[src/rtl/tmcc_pkg.sv]
// ============================================================================
// tmcc_pkg
// Shared types and constants of the thresholded map cross-correlation unit.
// ============================================================================
package tmcc_pkg;

    localparam int VAL_W    = 16;   // Q4.12 voxel values
    localparam int PROD_W   = 32;   // Q8.24 voxel product
    localparam int SUM_W    = 64;   // Q40.24 running sum
    localparam int COUNT_W  = 25;   // voxel index and counts
    localparam int OFFS_W   = 26;   // index offset
    localparam int CORR_W   = 32;   // Q2.30 result
    localparam int STATUS_W = 2;
    localparam int NM_W     = 58;   // count times mean product, signed
    localparam int NRMS_W   = 57;   // count times rms product, unsigned
    localparam int FRAC_SH  = 30;   // Q.24 over Q.24 to Q2.30
    localparam int DVD_W    = SUM_W + FRAC_SH;
    localparam int DIV_STEPS = DVD_W;
    localparam int STEP_W   = $clog2(DIV_STEPS);
    localparam int Q_DEPTH  = 4;
    localparam int QPTR_W   = $clog2(Q_DEPTH);
    localparam int QCNT_W   = $clog2(Q_DEPTH + 1);
    localparam int CFG_IDX_W  = 3;
    localparam int CFG_DATA_W = 64;

    // configuration register indexes
    localparam logic [CFG_IDX_W-1:0] CFG_THRESHOLD    = 3'd0;
    localparam logic [CFG_IDX_W-1:0] CFG_INDEX_OFFSET = 3'd1;
    localparam logic [CFG_IDX_W-1:0] CFG_VOXEL_COUNT  = 3'd2;
    localparam logic [CFG_IDX_W-1:0] CFG_NORM_OFFSET  = 3'd3;
    localparam logic [CFG_IDX_W-1:0] CFG_NORM_SCALE   = 3'd4;
    localparam logic [CFG_IDX_W-1:0] CFG_MEAN_PRODUCT = 3'd5;
    localparam logic [CFG_IDX_W-1:0] CFG_RMS_PRODUCT  = 3'd6;

    // result status codes
    localparam logic [STATUS_W-1:0] STATUS_OK       = 2'd0;
    localparam logic [STATUS_W-1:0] STATUS_EMPTY    = 2'd1;
    localparam logic [STATUS_W-1:0] STATUS_ZERO_DIV = 2'd2;

    localparam logic [COUNT_W-1:0] VOXEL_COUNT_RST = 25'd16777216;

    typedef struct packed {
        logic signed [VAL_W-1:0] model_value;
        logic signed [VAL_W-1:0] ref_value;
        logic                    last_voxel;
    } in_word_t;

    typedef struct packed {
        logic signed [CORR_W-1:0] correlation;
        logic [COUNT_W-1:0]       used_voxels;
        logic [STATUS_W-1:0]      status;
    } out_word_t;

    // classified voxel travelling from front to back
    typedef struct packed {
        logic                     take;
        logic signed [PROD_W-1:0] product;
        logic                     last;
    } q_entry_t;

    // normalisation settings seen by the back end
    typedef struct packed {
        logic signed [SUM_W-1:0]  norm_offset;
        logic signed [SUM_W-1:0]  norm_scale;
        logic signed [PROD_W-1:0] mean_product;
        logic [PROD_W-1:0]        rms_product;
        logic [COUNT_W-1:0]       n_eff;
    } norm_cfg_t;

    typedef struct packed {
        logic             start;
        logic             neg;
        logic [SUM_W-1:0] mag;
        logic [SUM_W-1:0] den;
    } div_req_t;

    typedef struct packed {
        logic              busy;
        logic              done;
        logic [CORR_W-1:0] corr;
    } div_rsp_t;

    typedef enum logic [2:0] {
        ST_ACC,
        ST_MUL,
        ST_SEL,
        ST_DIV,
        ST_FIN
    } back_state_t;

endpackage

[src/rtl/tmcc_front.sv]
// ============================================================================
// tmcc_front
// Accepts voxel pairs, tracks the voxel index, applies threshold and bounds.
// ============================================================================
module tmcc_front
    import tmcc_pkg::*;
(
    input  logic                     clk,
    input  logic                     rst_n,
    input  logic                     in_valid,
    output logic                     in_ready,
    input  in_word_t                 in_data,
    input  logic signed [VAL_W-1:0]  threshold,
    input  logic signed [OFFS_W-1:0] index_offset,
    input  logic [COUNT_W-1:0]       n_eff,
    input  logic                     q_full,
    output logic                     push,
    output q_entry_t                 push_entry
);

    logic [COUNT_W-1:0]       index_reg;
    logic [COUNT_W-1:0]       index_next;
    logic signed [COUNT_W+1:0] shifted;
    logic signed [COUNT_W+1:0] n_ext;
    logic                     take;

    assign in_ready = !q_full;
    assign push     = in_valid && in_ready;

    assign shifted = $signed({2'b00, index_reg}) + $signed({index_offset[OFFS_W-1], index_offset});
    assign n_ext   = $signed({2'b00, n_eff});

    assign take = (in_data.model_value > threshold) && (index_reg < n_eff)
                  && !shifted[COUNT_W+1] && (shifted < n_ext);

    always_comb
    begin
        push_entry.take    = take;
        push_entry.product = $signed(in_data.model_value) * $signed(in_data.ref_value);
        push_entry.last    = in_data.last_voxel;
    end

    // index saturates; cleared after the last voxel of a map
    always_comb
    begin
        index_next = index_reg;
        if (push)
        begin
            if (in_data.last_voxel)
                index_next = '0;
            else if (index_reg != '1)
                index_next = index_reg + 1'b1;
        end
    end

    always_ff @(posedge clk or negedge rst_n)
    begin
        if (!rst_n)
            index_reg <= '0;
        else
            index_reg <= index_next;
    end

endmodule

[config.mk]
export PLATFORM = sky130hd
export DESIGN_NAME = tmcc_front
export DESIGN_NICKNAME = d
export VERILOG_FILES = /design/src/rtl/tmcc_pkg.sv /design/src/rtl/tmcc_front.sv
export SDC_FILE = /design/constraint.sdc
export NUM_CORES = 1
export LEC_CHECK = 0
export BUFFER_PORTS_ARGS = -buffer_cell sky130_fd_sc_hd__buf_2
export CAP_MARGIN = 20
export CORE_UTILIZATION = 30
export DETAILED_ROUTE_END_ITERATION = 8
export MAX_ROUTING_LAYER = met4
export SYNTH_ARGS = -nofsm -noshare
export SYNTH_HDL_FRONTEND = slang
export SYNTH_SLANG_ARGS = --single-unit
[constraint.sdc]
create_clock -name clk -period 11.8 [get_ports clk]
set_clock_uncertainty 0.15 [all_clocks]
set_input_delay 1.18 -clock clk [delete_from_list [all_inputs] [get_ports clk]]
set_output_delay 1.18 -clock clk [all_outputs]
set_load 0.01 [all_outputs]
==> results of run 1 <==
final cells by class:
class                      instances  area, sq um
antenna                            4         10.0
clock buffer                       4         78.8
fill                            4833        30400
inverter                         378         1420
multi-input combinational       1192        11800
sequential                        25          626
tap                              600          751
timing repair buffer             140          703
per-layer routing:
metal / part of all wire [%] / wire length, microns / up-vias / track usage (%)
met3: 5.8 / 2130 / 36 / 2.00
met5: 0 / 0 / - / -
li1: - / - / 5321 / -
met1: 43 / 15700 / 5598 / 20.9
met4: 2.6 / 955 / 0 / 4.06
met2: 49 / 17900 / 314 / 28.5
synth_stat cells (all sizes together), types with 13 or more instances:
cell type | number | share of area (%)
a211oi | 13 | 0.70
a21o | 20 | 1.1
a21oi | 59 | 2.1
and2 | 120 | 5.4
clkbuf | 39 | 1.1
dfrtp | 25 | 4.5
fa | 263 | 38
ha | 172 | 15
inv | 378 | 10
nand2 | 167 | 4.5
nand3 | 25 | 0.89
nand4 | 20 | 0.89
nor2 | 74 | 2.0
nor3 | 24 | 0.86
o21ai | 40 | 1.5
xnor2 | 46 | 2.9
xor2 | 26 | 1.6
worst min-delay path, stage by stage, from the launching register on:
cell and delay, ns:
dfrtp_1 0.45, a21oi_1 0.06, nor2_1 0.08
logic make-up (layout without fill, tap and decap cells):
kind of cell               after synthesis  in the layout  synth area share [%]
muxes                                    3              3                 0.223
adders and majority gates              435            435                  52.9
other                                    0              4                     0
DFF                                     25             25                  4.46
AOI/OAI and AO/OA                      192            192                  9.08
buffers and inverters                  421            522                  11.4
and+or+nand+nor                        490            490                  17.5
xor gates and xnor gates                72             72                  4.50
how the worst max path moves through the flow:
stage	start	to	slack, ns
finish	in_data[20]	push_entry[27]	2.93
global route	in_data[2]	push_entry[31]	2.43
global placement	in_data[2]	push_entry[31]	2.96
detailed placement	in_data[2]	push_entry[31]	2.87
floorplan	in_data[22]	push_entry[32]	3.64
CTS	in_data[2]	push_entry[31]	2.83
stage by stage:
step / utilization, % / cell area (sq um)
CTS: 33.6 / 15400
global placement: 33.4 / 15300
finish: 33.6 / 15400
detailed placement: 33.4 / 15300
floorplan: - / 14000
global route: 33.6 / 15400
==> results.tsv, run 1 <==
metric	value	unit
largest_reg_flops	25	
setup_tns	0	ns
hold-path-endpoint	index_reg[24]$_DFFE_PN0P_	
cp_num_cells	21	
nets	2279	
setup_violations	0	
clk_path_buf_depth	2	
grt_max_degree	26	
drv_slew	0	
timing.final.crit_share	75.2	%
grt_antenna_before_repair	4	
place_inst	2335	
dp_hpwl	31.6	mm
worstPathRequired	10.47	ns
die_w	218	microns
period_minus_slack	8.87	ns
max_stage_delay	0.63	ns
ioPinCount	140	
critical_path.slowest_cell	a211oi_1	
port_buffers	139	
drtIter0Drc	647	
routed_via_density	4.81	
rsz0062_at_grt	false	
synth_area	14000	sq um
htreeDepth	1	
ys_types	62	
synth_flop_cell	dfrtp_1	
path_buf_inv	6	
globalplace.congestion	0.892	
final_common_cell	inv_1	
initial_core_util	30.6	%
post-cts-setup-buffers	0	
drt_pass1_iterations	6	
hold_path_class	reg -> reg	
coreArea	45800	sq um
cts_buffers	3	
clkTransAtPathRegs	0.06	ns
hold_buffers	0	
worstPathMaxFanout	17	
setup_ws	2.93	ns
root_buffer	clkbuf_16	
fmax	113	MHz
synth_warnings	0	
cts_tree	built	
area_delta_synth_final	9.72	%
slew_headroom	22.4	%
worst_slew_pin_slew	1.13	ns
end_kind	primary output	
row_count	78	
netlist_instances	1638	
worstSetupPathType	in -> out	
status	completed	
drt_wl_total	36.6	mm
min_path_cells	2	
timing.rr.end	index_reg[23]$_DFFE_PN0P_	
crit_top_cell	fa_1	
ant_nets	0	
synth_edf_count	0	
postCtsResizedCells	0	
wire_per_inst	15.6	microns
layout_common_cells	inv_1, fa_1, ha_1	
grt_pass1_vias	12000	
start_kind	input port	
grt_pass1_wl	61.0	mm
remaining_drc_errors	0	
grtUsageTotal	16.7	%
final_cells	2343	
vias	11300	
crit_family	adder cells	
maxCapViolCount	0	
grt_overflow	0	
reg2regPathDepth	9	
ys_ff_latch	25	
clock_sink_count	25	
die_h	218	microns
r2r_start	index_reg[1]$_DFFE_PN0P_	
hold_viol	0	
syn_area_per_cell	8.56	sq um
dieArea	47600	sq um
r2r_slack	8.98	ns
yosysSeqAreaShare	4.46	%
crit_chain	buf_2 -> and2_1 -> fa_1 -> inv_1 -> fa_1 -> inv_1 -> fa_1 -> fa_1 -> fa_1 -> inv_1 -> fa_1 -> inv_1 -> ha_1 -> a211oi_1 -> o21ai_0 -> o211ai_1 -> o21ai_0 -> a211oi_1 -> o21ai_0 -> o311ai_1 -> buf_2	
synth_nets	2177	
holdCritStartpoint	index_reg[24]$_DFFE_PN0P_	
dp_worst_setup_slack	2.87	ns
cp_data_arrival_time	7.54	ns
clock_latency	0.25	ns
drive_gt1_share	8.97	%
whs	0.477	ns
synthArstFlopShare	100	%
Power of run 1 is left out: the tool's default activity adds up to more than one toggle a clock period on the data nets, which glitch-free logic cannot reach.
==> run 2, diff against run 1 <==
Clock period 11.8 ns to 7.8 ns, I/O delays scaled along.
==> results.tsv, run 2 (synthesized netlist as in run 1, its figures left out) <==
metric	value	unit	change
grt_pass1_wl	62.0	mm	+1.6%
largest_reg_flops	25		unchanged
reg2regPathDepth	9		unchanged
timing.final.crit_share	96.7	%	
dp_hpwl	33.1	mm	+4.9%
setup_ws	0.260	ns	-2.67 ns
grt_antenna_before_repair	5		+1
slew_headroom	26.4	%	+4.0 points
grt_overflow	0		unchanged
layout_common_cells	inv_1, fa_1, nand2_1		
area_delta_synth_final	17.1	%	
vias	11600		+2.7%
coreArea	45800	sq um	unchanged
nets	2363		+3.7%
drt_pass1_iterations	4		-2
cts_tree	built		
setup_violations	0		unchanged
status	completed		
port_buffers	139		unchanged
timing.rr.end	index_reg[23]$_DFFE_PN0P_		
period_minus_slack	7.54	ns	
r2r_slack	4.97	ns	-4.01 ns
wire_per_inst	15.4	microns	-1.7%
cts_buffers	3		unchanged
initial_core_util	30.6	%	unchanged
grt_pass1_vias	12200		+2.4%
die_w	218	microns	unchanged
end_kind	primary output		
grt_max_degree	26		unchanged
maxCapViolCount	0		unchanged
n_fill_cell	4712		-2.5%
r2r_start	index_reg[1]$_DFFE_PN0P_		
remaining_drc_errors	0		unchanged
drtIter0Drc	573		-11%
row_count	78		unchanged
multi_input_comb_area	12100	sq um	+2.1%
fmax	133	MHz	
htreeDepth	1		unchanged
final_core_util	35.9	%	+2.3 points
ioPinCount	140		unchanged
clock_sink_count	25		unchanged
globalplace.congestion	0.958		+7.4%
clkTransAtPathRegs	0.06	ns	about the same
worst_slew_pin_slew	1.08	ns	-0.0587 ns
clock_latency	0.26	ns	about the same
root_buffer	clkbuf_16		
worstSetupPathType	in -> out		
ant_nets	0		unchanged
dieArea	47600	sq um	unchanged
die_h	218	microns	unchanged
worstPathMaxFanout	7		-10
grtUsageTotal	16.8	%	+0.078 points
hold_path_class	in -> async		
hold_viol	0		unchanged
final_common_cell	inv_1		
worstPathRequired	6.87	ns	-3.60 ns
clk_path_buf_depth	2		unchanged
start_kind	input port		
drive_gt1_share	15.9	%	+6.9 points
drt_wl_total	37.3	mm	+1.8%
seqCellArea	626	sq um	unchanged
setup_tns	0	ns	unchanged
cp_data_arrival_time	6.61	ns	-0.93 ns
routed_via_density	4.77		-0.91%
drv_slew	0		unchanged
dp_worst_setup_slack	0.0526	ns	-2.82 ns
[run 2: cell count changes in the layout (fill, tap and decap cells not counted), sizes merged]
| cell | before | now |
|---|---|---|
| clkbuf | 4 | 14 |
| diode | 4 | 5 |
| buf | 140 | 214 |
[run 2: how the worst max path moves through the flow]
| stage | from | end | cells past startpoint |
|---|---|---|---|
| finish | in_data[22] | push_entry[32] | 25 |
| CTS | in_data[24] | push_entry[30] | 24 |
| detailed placement | in_data[24] | push_entry[30] | 24 |
| floorplan | in_data[22] | push_entry[32] | 22 |
| global route | in_data[22] | push_entry[32] | 25 |
| global placement | in_data[7] | push_entry[32] | 25 |
[run 2: layer usage]
metal / part of all wire (%) / vias up / global-route usage (%)
met4: 1.8 / 0 / 2.45
li1: - / 5491 / -
met5: 0 / - / -
met3: 5.4 / 36 / 2.34
met2: 48 / 253 / 28.6
met1: 44 / 5792 / 21.4
[run 2: through the flow]
step	cell area (sq um)	hold slack, ns	instances
finish	16400	0.358	2428
detailed placement	15900	0.455	2413
CTS	16000	0.392	2417
global placement	15900	0.452	2413
global route	16400	0.405	2428
floorplan	14000	0.334	1638
[run 2: final cells by class]
| cell class | count | area share, % |
|---|---|---|
| inverters | 378 | 8.63 |
| clock buffers | 4 | 0.480 |
| flip-flops and latches | 25 | 3.81 |
| multi-input cells | 1192 | 73.4 |
| diodes | 5 | 0.0761 |
| well taps | 600 | 4.57 |
| repair buffers | 224 | 9.07 |
[run 2: critical path, stage by stage]
cell and delay (ns):
clkbuf_4 0.16, buf_8 0.13, clkbuf_4 0.18, nand2_1 0.08, fa_1 0.50, inv_1 0.06, fa_1 0.46, fa_2 0.61
fa_2 0.45, fa_1 0.54, inv_1 0.05, fa_1 0.53, inv_1 0.06, ha_4 0.26, nand3_4 0.07, nor2_1 0.08
and4_4 0.17, o311ai_4 0.28, buf_6 0.16, a21oi_2 0.07, o41ai_2 0.35, buf_4 0.17, mux2i_1 0.17, nand4_1 0.10
buf_2 0.15
[run 2: what timing repair did]
item	4_1_cts	5_1_grt
buffers inserted	0	6
setup endpoints to repair	0	6
hold buffers	0	0
gates resized for setup	0	94
Power of run 2 is left out for the same reason.
==> run 3, diff against run 2 <==
Settings changed: CORE_UTILIZATION 30 to 48, CTS_CLUSTER_DIAMETER set to 60, PLACE_DENSITY set to 0.7.
==> results.tsv, run 3 (synthesized netlist as in run 1, its figures left out) <==
metric	value	unit	change
topRoutingLayerUsed	met4		
grt_overflow	0		unchanged
clkTransAtPathRegs	0.07	ns	about the same
port_buffers	139		unchanged
layout_common_cells	inv_1, fa_1, ha_1		
hold_buffers	0		unchanged
wl_met3	1.44	mm	-28%
drv_slew	0		unchanged
final_cells	2188		-9.9%
wl_met1	14.3	mm	-13%
max_stage_delay	0.54	ns	-0.07 ns
grt_antenna_before_repair	1		-4
rsz0062_at_grt	true		
grtUsageTotal	24.8	%	+8.1 points
clk_path_buf_depth	2		unchanged
ioPinCount	140		unchanged
end_kind	primary output		
start_kind	input port		
area_delta_synth_final	13.5	%	
worstPathRequired	6.87	ns	about the same
dp_hpwl	29.9	mm	-9.7%
worst_slew_pin_slew	0.964	ns	-0.112 ns
wl_met2	17.6	mm	-2.3%
clock_latency	0.26	ns	about the same
hold_viol	0		unchanged
die_h	173	microns	-21%
nets	2343		-0.85%
maxCapViolCount	0		unchanged
drtIter0Drc	638		+11%
period_minus_slack	7.61	ns	+0.0694 ns
crit_family	adder cells		
grt_pass1_vias	12200		-0.016%
initial_core_util	48.9	%	+18 points
remaining_drc_errors	0		unchanged
grt_pass1_wl	58.9	mm	-5.0%
drive_gt1_share	14.2	%	-1.7 points
worstPathMaxFanout	5		-2
place_area	15500	sq um	-2.8%
row_count	62		-21%
dp_worst_setup_slack	-0.0929	ns	-0.146 ns
path_buf_inv	14		+5
clock_sink_count	25		unchanged
globalplace.congestion	0.963		+0.44%
die_w	173	microns	-21%
cp_data_arrival_time	6.68	ns	+0.07 ns
grt_max_degree	26		unchanged
slew_headroom	34.1	%	+7.7 points
final_area	15900	sq um	-3.1%
coreArea	28700	sq um	-37%
htreeDepth	1		unchanged
place_inst	2171		-10%
drt_wl_total	34.4	mm	-7.8%
routed_via_density	5.27		+11%
setup_ws	0.191	ns	-0.0694 ns
largest_reg_flops	25		unchanged
dieArea	29900	sq um	-37%
timing.final.crit_share	97.6	%	+0.89 points
fmax	131	MHz	-0.91%
worstSetupPathType	in -> out		
setup_tns	0	ns	unchanged
n_fill_cell	2707		-43%
critical_path.slowest_cell	fa_1		
hold_path_class	in -> async		
cts_buffers	3		unchanged
drt_pass1_iterations	5		+1
final_common_cell	inv_1		
root_buffer	clkbuf_16		
ant_nets	0		unchanged
setup_violations	0		unchanged
wire_per_inst	15.7	microns	+2.3%
crit_top_cell	buf_4		
vias	11500		-0.34%
status	completed		
cts_tree	built		
==> run 3: layout make-up <==
cell class / count / area [sq um] / area share (%)
well taps: 384 / 480 / 3.02
flip-flops and latches: 25 / 626 / 3.93
clock buffers: 3 / 75.1 / 0.471
inverters: 378 / 1420 / 8.91
diodes: 1 / 2.50 / 0.0157
multi-input cells: 1192 / 12000 / 75.3
repair buffers: 204 / 1330 / 8.33
clock inverters: 1 / 5.00 / 0.0314
==> run 3: final timing paths <==
path                       slack (ns)                   endpoint  cells past startpoint                startpoint
hold / removal                   0.37   index_reg[8]$_DFFE_PN0P_                      1                     rst_n
min in group clk                 0.49   index_reg[7]$_DFFE_PN0P_                      2  index_reg[7]$_DFFE_PN0P_
setup / recovery                 0.19             push_entry[20]                     29               in_data[22]
max in group asynchronous        6.75  index_reg[12]$_DFFE_PN0P_                      1                     rst_n
setup reg to reg                 5.03  index_reg[23]$_DFFE_PN0P_                      9  index_reg[1]$_DFFE_PN0P_
hold reg to reg                  0.49   index_reg[7]$_DFFE_PN0P_                      2  index_reg[7]$_DFFE_PN0P_
==> run 3: metrics by stage <==
step	hold WS (ns)	utilization, %
final	0.366	55.5
after global routing	0.405	55.5
after CTS	0.381	54.6
after detailed placement	0.477	54.0
after global placement	0.445	54.0
after floorplan	0.334	-
==> run 3: worst register-to-register path: stages (launching register included) <==
cell and delay [ns]:
dfrtp_1 0.48, ha_1 0.24, and3_1 0.21, nand3_1 0.15, nor4_4 0.07, nor4_2 0.78, nand2_1 0.20, nor2_1 0.16
xnor2_1 0.13, nor2_1 0.06
==> run 3: metal layers <==
metal  up-vias  track usage [%]
met1      5707             30.8
met3        53             2.26
met5         -                -
li1       5451                -
met4         0             6.05
met2       322             43.6
==> run 3: timing repair <==
action / in CTS / in global routing
setup buffers: 8 / 4
gates resized for setup: 16 / 51
pin swaps: 14 / 31
endpoints found under the setup margin: 1 / 7
Power of run 3 is left out for the same reason.
