File: config.mk
export PLATFORM = sky130hd
export DESIGN_NAME = tmcc_div
export DESIGN_NICKNAME = d
export VERILOG_FILES = /design/src/rtl/tmcc_pkg.sv /design/src/rtl/tmcc_div.sv
export SDC_FILE = /design/constraint.sdc
export NUM_CORES = 1
export LEC_CHECK = 0
export ABC_AREA = 0
export BUFFER_PORTS_ARGS = -buffer_cell sky130_fd_sc_hd__buf_2
export CORE_MARGIN = 8
export CORE_UTILIZATION = 40
export CTS_CLUSTER_SIZE = 25
export DETAILED_ROUTE_END_ITERATION = 10
export SLEW_MARGIN = 20
export SYNTH_ARGS = -nofsm -noshare
export SYNTH_HDL_FRONTEND = slang
export SYNTH_SLANG_ARGS = --single-unit
File: constraint.sdc
create_clock -name clk -period 10.1 [get_ports clk]
set_input_delay 2.02 -clock clk [delete_from_list [all_inputs] [get_ports clk]]
set_output_delay 2.02 -clock clk [all_outputs]
set_load 0.01 [all_outputs]
File: src/rtl/tmcc_pkg.sv
// ============================================================================
// tmcc_pkg
// Shared types and constants of the thresholded map cross-correlation unit.
// ============================================================================
package tmcc_pkg;

    localparam int VAL_W    = 16;   // Q4.12 voxel values
    localparam int PROD_W   = 32;   // Q8.24 voxel product
    localparam int SUM_W    = 64;   // Q40.24 running sum
    localparam int COUNT_W  = 25;   // voxel index and counts
    localparam int OFFS_W   = 26;   // index offset
    localparam int CORR_W   = 32;   // Q2.30 result
    localparam int STATUS_W = 2;
    localparam int NM_W     = 58;   // count times mean product, signed
    localparam int NRMS_W   = 57;   // count times rms product, unsigned
    localparam int FRAC_SH  = 30;   // Q.24 over Q.24 to Q2.30
    localparam int DVD_W    = SUM_W + FRAC_SH;
    localparam int DIV_STEPS = DVD_W;
    localparam int STEP_W   = $clog2(DIV_STEPS);
    localparam int Q_DEPTH  = 4;
    localparam int QPTR_W   = $clog2(Q_DEPTH);
    localparam int QCNT_W   = $clog2(Q_DEPTH + 1);
    localparam int CFG_IDX_W  = 3;
    localparam int CFG_DATA_W = 64;

    // configuration register indexes
    localparam logic [CFG_IDX_W-1:0] CFG_THRESHOLD    = 3'd0;
    localparam logic [CFG_IDX_W-1:0] CFG_INDEX_OFFSET = 3'd1;
    localparam logic [CFG_IDX_W-1:0] CFG_VOXEL_COUNT  = 3'd2;
    localparam logic [CFG_IDX_W-1:0] CFG_NORM_OFFSET  = 3'd3;
    localparam logic [CFG_IDX_W-1:0] CFG_NORM_SCALE   = 3'd4;
    localparam logic [CFG_IDX_W-1:0] CFG_MEAN_PRODUCT = 3'd5;
    localparam logic [CFG_IDX_W-1:0] CFG_RMS_PRODUCT  = 3'd6;

    // result status codes
    localparam logic [STATUS_W-1:0] STATUS_OK       = 2'd0;
    localparam logic [STATUS_W-1:0] STATUS_EMPTY    = 2'd1;
    localparam logic [STATUS_W-1:0] STATUS_ZERO_DIV = 2'd2;

    localparam logic [COUNT_W-1:0] VOXEL_COUNT_RST = 25'd16777216;

    typedef struct packed {
        logic signed [VAL_W-1:0] model_value;
        logic signed [VAL_W-1:0] ref_value;
        logic                    last_voxel;
    } in_word_t;

    typedef struct packed {
        logic signed [CORR_W-1:0] correlation;
        logic [COUNT_W-1:0]       used_voxels;
        logic [STATUS_W-1:0]      status;
    } out_word_t;

    // classified voxel travelling from front to back
    typedef struct packed {
        logic                     take;
        logic signed [PROD_W-1:0] product;
        logic                     last;
    } q_entry_t;

    // normalisation settings seen by the back end
    typedef struct packed {
        logic signed [SUM_W-1:0]  norm_offset;
        logic signed [SUM_W-1:0]  norm_scale;
        logic signed [PROD_W-1:0] mean_product;
        logic [PROD_W-1:0]        rms_product;
        logic [COUNT_W-1:0]       n_eff;
    } norm_cfg_t;

    typedef struct packed {
        logic             start;
        logic             neg;
        logic [SUM_W-1:0] mag;
        logic [SUM_W-1:0] den;
    } div_req_t;

    typedef struct packed {
        logic              busy;
        logic              done;
        logic [CORR_W-1:0] corr;
    } div_rsp_t;

    typedef enum logic [2:0] {
        ST_ACC,
        ST_MUL,
        ST_SEL,
        ST_DIV,
        ST_FIN
    } back_state_t;

endpackage

File: src/rtl/tmcc_div.sv
// ============================================================================
// tmcc_div
// Restoring divider, one quotient bit per cycle, saturating signed Q2.30 out.
// ============================================================================
module tmcc_div
    import tmcc_pkg::*;
(
    input  logic     clk,
    input  logic     rst_n,
    input  div_req_t req,
    output div_rsp_t rsp
);

    logic               busy_reg, busy_next;
    logic               done_reg, done_next;
    logic [STEP_W-1:0]  step_reg, step_next;
    logic [DVD_W-1:0]   dvd_reg, dvd_next;
    logic [SUM_W-1:0]   rem_reg, rem_next;
    logic [SUM_W-1:0]   den_reg, den_next;
    logic [CORR_W:0]    quo_reg, quo_next;
    logic               ovf_reg, ovf_next;
    logic               neg_reg, neg_next;
    logic [SUM_W-1:0]   trial;
    logic               ge;
    logic [CORR_W:0]    limit;
    logic [CORR_W:0]    quo_sat;

    // remainder stays below the divisor (< 2^63), so one shifted bit fits
    assign trial = {rem_reg[SUM_W-2:0], dvd_reg[DVD_W-1]};
    assign ge    = (trial >= den_reg);

    always_comb
    begin
        busy_next = busy_reg;
        done_next = 1'b0;
        step_next = step_reg;
        dvd_next  = dvd_reg;
        rem_next  = rem_reg;
        den_next  = den_reg;
        quo_next  = quo_reg;
        ovf_next  = ovf_reg;
        neg_next  = neg_reg;
        if (req.start)
        begin
            busy_next = 1'b1;
            step_next = STEP_W'(DIV_STEPS - 1);
            dvd_next  = {req.mag, {FRAC_SH{1'b0}}};
            rem_next  = '0;
            den_next  = req.den;
            quo_next  = '0;
            ovf_next  = 1'b0;
            neg_next  = req.neg;
        end
        else if (busy_reg)
        begin
            dvd_next = {dvd_reg[DVD_W-2:0], 1'b0};
            rem_next = ge ? trial - den_reg : trial;
            quo_next = {quo_reg[CORR_W-1:0], ge};
            ovf_next = ovf_reg | quo_reg[CORR_W];
            if (step_reg == '0)
            begin
                busy_next = 1'b0;
                done_next = 1'b1;
            end
            else
                step_next = step_reg - 1'b1;
        end
    end

    always_ff @(posedge clk or negedge rst_n)
    begin
        if (!rst_n)
        begin
            busy_reg <= 1'b0;
            done_reg <= 1'b0;
        end
        else
        begin
            busy_reg <= busy_next;
            done_reg <= done_next;
        end
    end

    always_ff @(posedge clk)
    begin
        step_reg <= step_next;
        dvd_reg  <= dvd_next;
        rem_reg  <= rem_next;
        den_reg  <= den_next;
        quo_reg  <= quo_next;
        ovf_reg  <= ovf_next;
        neg_reg  <= neg_next;
    end

    // saturate to 2^31 for negative, 2^31-1 for positive, then apply sign
    assign limit   = neg_reg ? {2'b01, {(CORR_W-1){1'b0}}} : {2'b00, {(CORR_W-1){1'b1}}};
    assign quo_sat = (ovf_reg || (quo_reg > limit)) ? limit : quo_reg;

    always_comb
    begin
        rsp.busy = busy_reg;
        rsp.done = done_reg;
        rsp.corr = neg_reg ? CORR_W'(0) - quo_sat[CORR_W-1:0] : quo_sat[CORR_W-1:0];
    end

    a_start_idle: assert property (@(posedge clk) disable iff (!rst_n)
        req.start |-> !busy_reg)
        else $error("divider restarted while busy");

    a_done_after_busy: assert property (@(posedge clk) disable iff (!rst_n)
        done_reg |-> $past(busy_reg))
        else $error("divider done without a run");

endmodule

==> flow_summary.ini, run 1 <==
[run_status]
status = finished clean

[finish]
n_fill_cell = 3698
drive_above_1_share_pct = 18.57
area_delta_synth_final_pct = 12.38
fin_util_pct = 45.54
final_area_um2 = 17150
final_nets = 1973

[setup_path]
cp.arrival_ns = 5.60
start_kind = flip-flop
critical_path.max_fanout = 64
required_ns = 8.08
end_kind = output port
crit_type = flip-flop to output port

[synth]
syn_inst = 1641
syn-mean-instance-area_um2 = 9.301
async_reset_ff_share_pct = 0.8511
synth_edf_count = 129
yosys.area_share.simple_pct = 14.83
synth_cell_types = 96
yosysWarnings = 0
synth_top_family_by_area = compound AO/OA/AOI/OAI gates
synth_seq_area_share_pct = 39.35
synth-compound-area-share_pct = 20.79
synthesis.nets = 1873
synth_area_leaders = edfxtp_1 25%, dfxtp_1 14%, ha_1 8.1%
netlist_area_um2 = 15260
yosys_register_bits = 235
synthXorXnorAreaFrac_pct = 3.156
synth_mux_area_share_pct = 8.058
synth.top_cell.area_share_pct = 25.38
synth_top_cell_by_area = edfxtp_1
ys.flop_type = edfxtp_1
synthAdderAreaFrac_pct = 8.247

[floorplan]
die_w_um = 211.3
start_util_pct = 40.52
die_h_um = 211.3
dieArea_um2 = 44660
core-area_um2 = 37670
ioPinCount = 166
num_rows = 71

[clocking]
numCtsBuffers = 27
cts-root-buf = clkbuf_16
cts_setup_buffers = 0
clk_pin_slew_ns = 0.06
insertion_delay_ns = 0.55
cts_tree = yes
holdBufCountCts = 0
clock_sinks = 235
cts_resized = 0
clk_path_buf_depth = 3
h-tree-depth = 1

[sta]
fin_crit_sh_pct = 75.49
fin_crit_ns = 7.625
finalHoldViolations = 0
slew_violations = 0
hold_ws_ns = 0.4921
max_freq_ghz = 0.1312
fin_worst_skew_ns = 0.01354
rsz0062_at_grt = no
slew_headroom_pct = 30.85
tightest_slew_ns = 1.037
finalSetupTns_ns = 0
setup_viol = 0

[grt]
use_met2_pct = 26.72
grt_pass1_wl_um = 61820
antenna_found_initial = 0
grt_max_degree = 102
track_usage_pct = 16.46
grt_pass1_vias = 12028
grt-ovfl-total = 0
busiest_layer = met2
grtUsageMet1_pct = 23.06
grt_use_met3_pct = 2.218

[routing]
ant_nets = 0
vias_per_cell = 5.454
first_pass_iters = 5
drt-total-wl_um = 38050
vias = 12402
wl_per_cell_um = 16.73
drc = 0
drt-initial-drc-count = 907

[power_and_ir_drop]
peakVddDrop_v = 0.0001455
p_leak_nw = 7.645
powerDensity_nw_per_um2 = 130.8

[placement]
dpl_cell_area_um2 = 16310
hpwl_um = 27620
io_buffers = 165
place_congestion = 0.8915

[job]
maxCapViolCount = 0

[min_path]
hold_path_class = flip-flop to flip-flop
## Yosys cell counts, drive strengths merged, types with 7 or more instances
cell	number
a211oi	48
a21o	54
a21oi	127
a311oi	7
a31oi	29
and2	10
buf	50
clkbuf	52
dfxtp	104
edfxtp	129
ha	99
inv	92
mux2	67
mux2i	46
nand2	122
nand2b	9
nand3	23
nand4	31
nor2	193
nor2b	9
nor3	26
nor4	9
o211a	8
o211ai	22
o21a	11
o21ai	76
o21bai	11
o22ai	11
o311ai	11
o31ai	10
or3	18
xnor2	28
xor2	27
## worst max-delay path, cell delays in order (launching register included)
cell	delay [ns]
edfxtp_1	0.32
buf_4	0.52
clkinv_1	0.45
ha_1	0.41
nand4b_1	0.13
or4_1	0.55
or2_2	0.31
a21o_1	0.18
buf_4	0.24
inv_2	0.13
a21boi_0	0.12
inv_1	0.07
ha_1	0.42
inv_1	0.20
or3_1	0.37
o31ai_1	0.19
o21ai_0	0.10
a21oi_1	0.16
buf_2	0.15
## where the power goes
group	switching, mW	internal (mW)	leakage [nW]
clock network	0.387	0.541	0.416
logic	0.136	0.0993	5.05
registers	0.0164	1.06	2.18
## metal layers
layer / vias up / routed length (um)
met5: - / 0
met4: 0 / 620
met3: 45 / 1946
met2: 278 / 17320
met1: 5855 / 18160
li1: 6224 / -
## cells by family after synthesis
family / Yosys count
AOI/OAI and AO/OA: 464
xor gates and xnor gates: 55
adders and majority gates: 100
buffers and inverters: 196
DFF: 235
muxes: 113
and+or+nand+nor: 478
## layout make-up
class                      instances  area [um2]  share of cell area [%]
clock buffer                      32       694.4                   4.048
tap                              511       639.4                   3.727
multi-input combinational       1210        8418                   49.08
clock inverter                    17       138.9                  0.8097
timing repair buffer             173       894.6                   5.216
sequential                       235        6010                   35.04
inverter                          94       352.8                   2.057
antenna                            2       5.005                 0.02918
## worst paths after layout
path,start,to,slack [ns],cells past startpoint
min reg2reg,ovf_reg$_SDFFE_PP0P_,ovf_reg$_SDFFE_PP0P_,0.49,2
min,ovf_reg$_SDFFE_PP0P_,ovf_reg$_SDFFE_PP0P_,0.49,2
max reg2reg,dvd_reg[93]$_DFFE_PP_,rem_reg[37]$_SDFFE_PP0P_,6.05,14
min in group asynchronous,rst_n,busy_reg$_DFF_PN0_,1.25,1
max in group asynchronous,rst_n,busy_reg$_DFF_PN0_,8.74,1
max,neg_reg$_DFFE_PP_,rsp[8],2.48,18
## stage by stage
step / std cells / setup WS, ns / power, mW
after floorplan: 1641 / 3.478 / 1.261
after global placement: 2223 / 3.249 / 1.330
after detailed placement: 2223 / 3.094 / 1.336
after CTS: 2272 / 2.505 / 2.285
after global routing: 2272 / 1.984 / 2.354
final: 2274 / 2.475 / 2.244
## placed cells by master (no fill, tap or decap), types with 28 or more instances in the layout
master,Yosys,layout
a211oi_1,46,46
a21o_1,54,54
a21oi_1,126,126
a31oi_1,28,28
buf_2,25,164
dfxtp_1,104,104
edfxtp_1,129,129
ha_1,99,99
inv_1,91,91
mux2_2,63,63
mux2i_1,46,46
nand2_1,121,121
nand4_1,31,31
nor2_1,192,192
o21ai_0,67,67
xnor2_1,28,28
Power figures use the tool's default switching activity.
==> run 2, diff against run 1 <==
- clock period: 10.1 -> 7.82 ns (I/O delays scaled with it)
==> run 2 against run 1 <==
Effect of this change: clock-buffer cell count grew 3; clock skew down 0.0041 ns; sequential power rose by 30%; critical endpoint is now rsp[4]; total power rose by 27%; largest cell class unchanged; sequential share of layout area is 0.10 points higher; register-to-register slack got worse by 2.2 ns.
==> flow_summary.ini, run 2 (synthesis gave the netlist of run 1 again) <==
[setup_path]
critPathSlowestCell = a21o_1
cp_top_family = compound AO/OA/AOI/OAI gates
crit_type = flip-flop to output port
start_kind = flip-flop
cp.arrival_ns = 5.54
cp_common_cell = a21o_1
end_kind = output port
cp_slowest_stage_delay_ns = 0.57
critical_path.max_fanout = 63
required_ns = 6.26
critPathBufInv = 5
path_cells = buf_4 > ha_1 > a21o_1 > a21o_1 > a21oi_1 > nor4_1 > a2111oi_0 > o211ai_1 > a21o_1 > inv_2 > a21boi_0 > inv_1 > ha_1 > inv_1 > or3_1 > nand2_1 > xnor2_1 > nor2_1 > a31oi_1 > buf_2

[clocking]
cts-root-buf = clkbuf_16
holdBufCountCts = 0
clock_sinks = 235
h-tree-depth = 1
clk_pin_slew_ns = 0.06
cts_resized = 0
cts_tree = yes
cts_setup_buffers = 0
numCtsBuffers = 26
clk_path_buf_depth = 3
insertion_delay_ns = 0.55

[sta]
finalSetupTns_ns = 0
fin_worst_skew_ns = 0.009423
fin_crit_sh_pct = 90.85
max_freq_ghz = 0.1408
tightest_slew_ns = 1.116
rsz0062_at_grt = no
finalHoldViolations = 0
fin_crit_ns = 7.105
setup_viol = 0
slew_headroom_pct = 25.58
setup_ws_ns = 0.7155
slew_violations = 0

[finish]
fin_util_pct = 45.41
final_nets = 1970
drive_above_1_share_pct = 17.97
final_cell_mix = 192 x nor2_1, 164 x buf_2, 129 x edfxtp_1
final_common_cell = nor2_1
area_delta_synth_final_pct = 12.06
antenna_cells = 0

[placement]
io_buffers = 165
place_congestion = 0.8792
hpwl_um = 27550
pre_cts_slack_ns = 1.322

[power_and_ir_drop]
powerDensity_nw_per_um2 = 166.3
peakVddDrop_v = 0.0001593
p_leak_nw = 7.602

[run_status]
status = finished clean

[floorplan]
dieArea_um2 = 44660
die_h_um = 211.3
num_rows = 71
ioPinCount = 166
die_w_um = 211.3
core-area_um2 = 37670
start_util_pct = 40.52

[min_path]
hold_path_class = flip-flop to flip-flop

[grt]
track_usage_pct = 16.31
antenna_found_initial = 1
grt_pass1_wl_um = 61130
grt_pass1_vias = 11861
grt-ovfl-total = 0
grt_max_degree = 129

[routing]
drt-total-wl_um = 38100
wl_per_cell_um = 16.79
first_pass_iters = 5
drt-initial-drc-count = 780
ant_nets = 0
vias = 12365
drc = 0
vias_per_cell = 5.450

[job]
maxCapViolCount = 0
## run 2: layout make-up
type,instances,area (um2)
fillers,3755,20560
multi-input cells,1210,8418
well taps,511,639.4
clock buffers,35,694.4
inverters,94,352.8
clock inverters,13,97.59
repair buffers,171,892.1
flip-flops and latches,235,6010
## run 2: layer usage
metal | global-route usage (%) | share of wire [%] | up-vias | routed length, um
met2 | 26.35 | 46 | 268 | 17360
met3 | 2.337 | 4.9 | 38 | 1853
met4 | 3.403 | 1.4 | 2 | 533
li1 | - | - | 6222 | -
met1 | 22.97 | 48 | 5835 | 18340
met5 | 0 | 0.034 | - | 13
## run 2: worst paths after layout
path                                          start                        to  slack, ns  depth (start not counted)
max                               neg_reg$_DFFE_PP_                    rsp[4]       0.72                         20
min in group asynchronous                     rst_n        busy_reg$_DFF_PN0_       0.79                          1
max reg2reg                   dvd_reg[93]$_DFFE_PP_  rem_reg[58]$_SDFFE_PP0P_       3.84                         13
min reg2reg                step_reg[6]$_SDFFE_PP1P_  step_reg[6]$_SDFFE_PP1P_       0.48                          2
min                        step_reg[6]$_SDFFE_PP1P_  step_reg[6]$_SDFFE_PP1P_       0.48                          2
max in group asynchronous                     rst_n        busy_reg$_DFF_PN0_       6.92                          1
## run 2: power breakdown
| part | internal [mW] | leakage, nW | switching, mW |
|---|---|---|---|
| Combinational | 0.129 | 5.05 | 0.176 |
| Sequential | 1.37 | 2.18 | 0.0204 |
| Clock | 0.654 | 0.379 | 0.490 |
## run 2: tightest hold or removal path: stages (launching register included)
cell	delay, ns
dfxtp_1	0.33
xor2_1	0.07
nand2_1	0.05
## run 2: through the flow
step,cell area [um2],std cells,hold slack [ns],power [mW]
2_1_floorplan,15260,1641,0.4386,1.629
3_3_place_gp,16310,2221,0.4672,1.718
3_5_place_dp,16310,2221,0.4661,1.727
4_1_cts,17100,2269,0.4850,2.892
5_1_grt,17100,2269,0.5042,2.976
6_report,17100,2269,0.4828,2.844
==> run 3, diff against run 2 <==
- BUFFER_PORTS_ARGS: -buffer_cell sky130_fd_sc_hd__buf_2 -> -buffer_cell sky130_fd_sc_hd__buf_4
==> run 3 against run 2 <==
Effect of this change: clock-buffer cell count is 5 higher; final cell count hardly changed; clock power is 8% higher; sequential share of layout area is 0.98 points lower; first-iteration DRC count is 11% higher; critical path depth is 1 lower; clock skew is 0.00065 ns lower; via count hardly changed; combinational power is 7.2% higher; die area stayed put; global-route usage is 0.28 points higher; worst hold slack better by 0.0019 ns; critical endpoint is now rsp[8].
==> flow_summary.ini, run 3 (synthesis gave the netlist of run 1 again) <==
[routing]
first_pass_iters = 4
ant_nets = 0
vias_per_cell = 5.446
vias = 12368
drt-initial-drc-count = 865
drt-total-wl_um = 38530
drc = 0
wl_per_cell_um = 16.97

[setup_path]
required_ns = 6.26
r2r-end = rem_reg[47]$_SDFFE_PP0P_
ff2ff_setup_slack_ns = 3.78
rr_worst_depth = 14
crit_type = flip-flop to output port
end_kind = output port
reg2reg_from = dvd_reg[93]$_DFFE_PP_
critical_path.max_fanout = 63
start_kind = flip-flop
cp.arrival_ns = 5.30

[min_path]
holdPathEnd = step_reg[6]$_SDFFE_PP1P_
hold_path_class = flip-flop to flip-flop
min_path_cells = 2
worstHoldStart = step_reg[6]$_SDFFE_PP1P_

[clocking]
clk_pin_slew_ns = 0.06
holdBufCountCts = 0
clk_path_buf_depth = 3
cts_resized = 0
insertion_delay_ns = 0.54
cts-root-buf = clkbuf_16
cts_setup_buffers = 0
cts_tree = yes
numCtsBuffers = 27
clock_sinks = 235
h-tree-depth = 1

[sta]
slew_headroom_pct = 29.47
finalHoldViolations = 0
setup_viol = 0
fin_crit_ns = 6.869
fin_crit_sh_pct = 87.84
tightest_slew_ns = 1.058
max_freq_ghz = 0.1456
hold_ws_ns = 0.4848
setup_ws_ns = 0.9512
slew_violations = 0
rsz0062_at_grt = no
finalSetupTns_ns = 0
fin_worst_skew_ns = 0.008769

[finish]
regArea_um2 = 6010
final_common_cell = nor2_1
drive_above_1_share_pct = 18.52
antenna_cells = 0
multi_input_area_um2 = 8418
final_nets = 1972
n_fill_cell = 3679
final_area_um2 = 17600
final_cell_mix = 192 x nor2_1, 171 x buf_4, 129 x edfxtp_1
area_delta_synth_final_pct = 15.28

[floorplan]
dieArea_um2 = 44660
start_util_pct = 40.52
die_h_um = 211.3
die_w_um = 211.3
ioPinCount = 166
core-area_um2 = 37670
num_rows = 71

[placement]
hpwl_um = 27810
io_buffers = 165
pre_cts_slack_ns = 1.579
dpl_cell_area_um2 = 16720
place_congestion = 0.8773

[grt]
grt-ovfl-total = 0
grt_pass1_wl_um = 62210
grt_pass1_vias = 12049
antenna_found_initial = 1
grt_max_degree = 108
track_usage_pct = 16.59

[power_and_ir_drop]
peakVddDrop_v = 0.0001344
totalPowerFinal_mw = 2.956
powerDensity_nw_per_um2 = 168.0
p_leak_nw = 7.773

[run_status]
status = finished clean

[job]
maxCapViolCount = 0
## run 3: cell count changes in the layout (fill, tap and decap cells not counted), sizes merged
cell	previous run	this run
buf	170	171
clkbuf	36	41
clkinv	13	7
inv	92	94
## run 3: layout make-up
cell class	count	area share [%]
Multi-Input combinational cell	1210	47.84
Clock buffer	40	4.523
Sequential cell	235	34.15
Timing Repair Buffer	172	7.374
Clock inverter	9	0.4693
Inverter	94	2.005
Tap cell	511	3.634
## run 3: layer usage
layer	vias up	GRT usage [%]	wire [um]
li1	6239	-	-
met1	5806	23.40	18550
met2	273	26.20	17300
met3	48	2.544	1963
met4	2	4.433	707
met5	-	0	12
## run 3: where the power goes
group / switching (mW) / internal, mW / total (mW)
Clock: 0.497 / 0.737 / 1.23
Sequential: 0.0212 / 1.37 / 1.40
Combinational: 0.177 / 0.150 / 0.327
Total: 0.695 / 2.26 / 2.96
## run 3: metrics by stage
| step | instances | util, % |
|---|---|---|
| final | 2271 | 46.71 |
| after global routing | 2271 | 46.71 |
| after floorplan | 1641 | - |
| after detailed placement | 2222 | 44.38 |
| after CTS | 2271 | 46.71 |
| after global placement | 2222 | 44.38 |
## run 3: how the worst max path moves through the flow
stage / start / end / slack [ns]
after global placement: neg_reg$_DFFE_PP_ / rsp[4] / 1.70
after floorplan: neg_reg$_DFFE_PP_ / rsp[22] / 1.65
after CTS: neg_reg$_DFFE_PP_ / rsp[8] / 0.97
final: neg_reg$_DFFE_PP_ / rsp[8] / 0.95
after detailed placement: neg_reg$_DFFE_PP_ / rsp[8] / 1.58
after global routing: neg_reg$_DFFE_PP_ / rsp[8] / 0.40
## run 3: critical path: stages (launching register included)
cell	delay (ns)
edfxtp_1	0.35
buf_4	0.53
ha_1	0.38
a21o_1	0.16
a21o_1	0.17
a21oi_1	0.15
nor4_1	0.07
a2111oi_0	0.36
o211ai_1	0.15
a21o_1	0.44
inv_2	0.20
a21boi_0	0.13
inv_1	0.08
ha_1	0.41
inv_1	0.20
or3_1	0.36
o31ai_1	0.18
o21ai_0	0.10
a21oi_1	0.19
buf_4	0.14
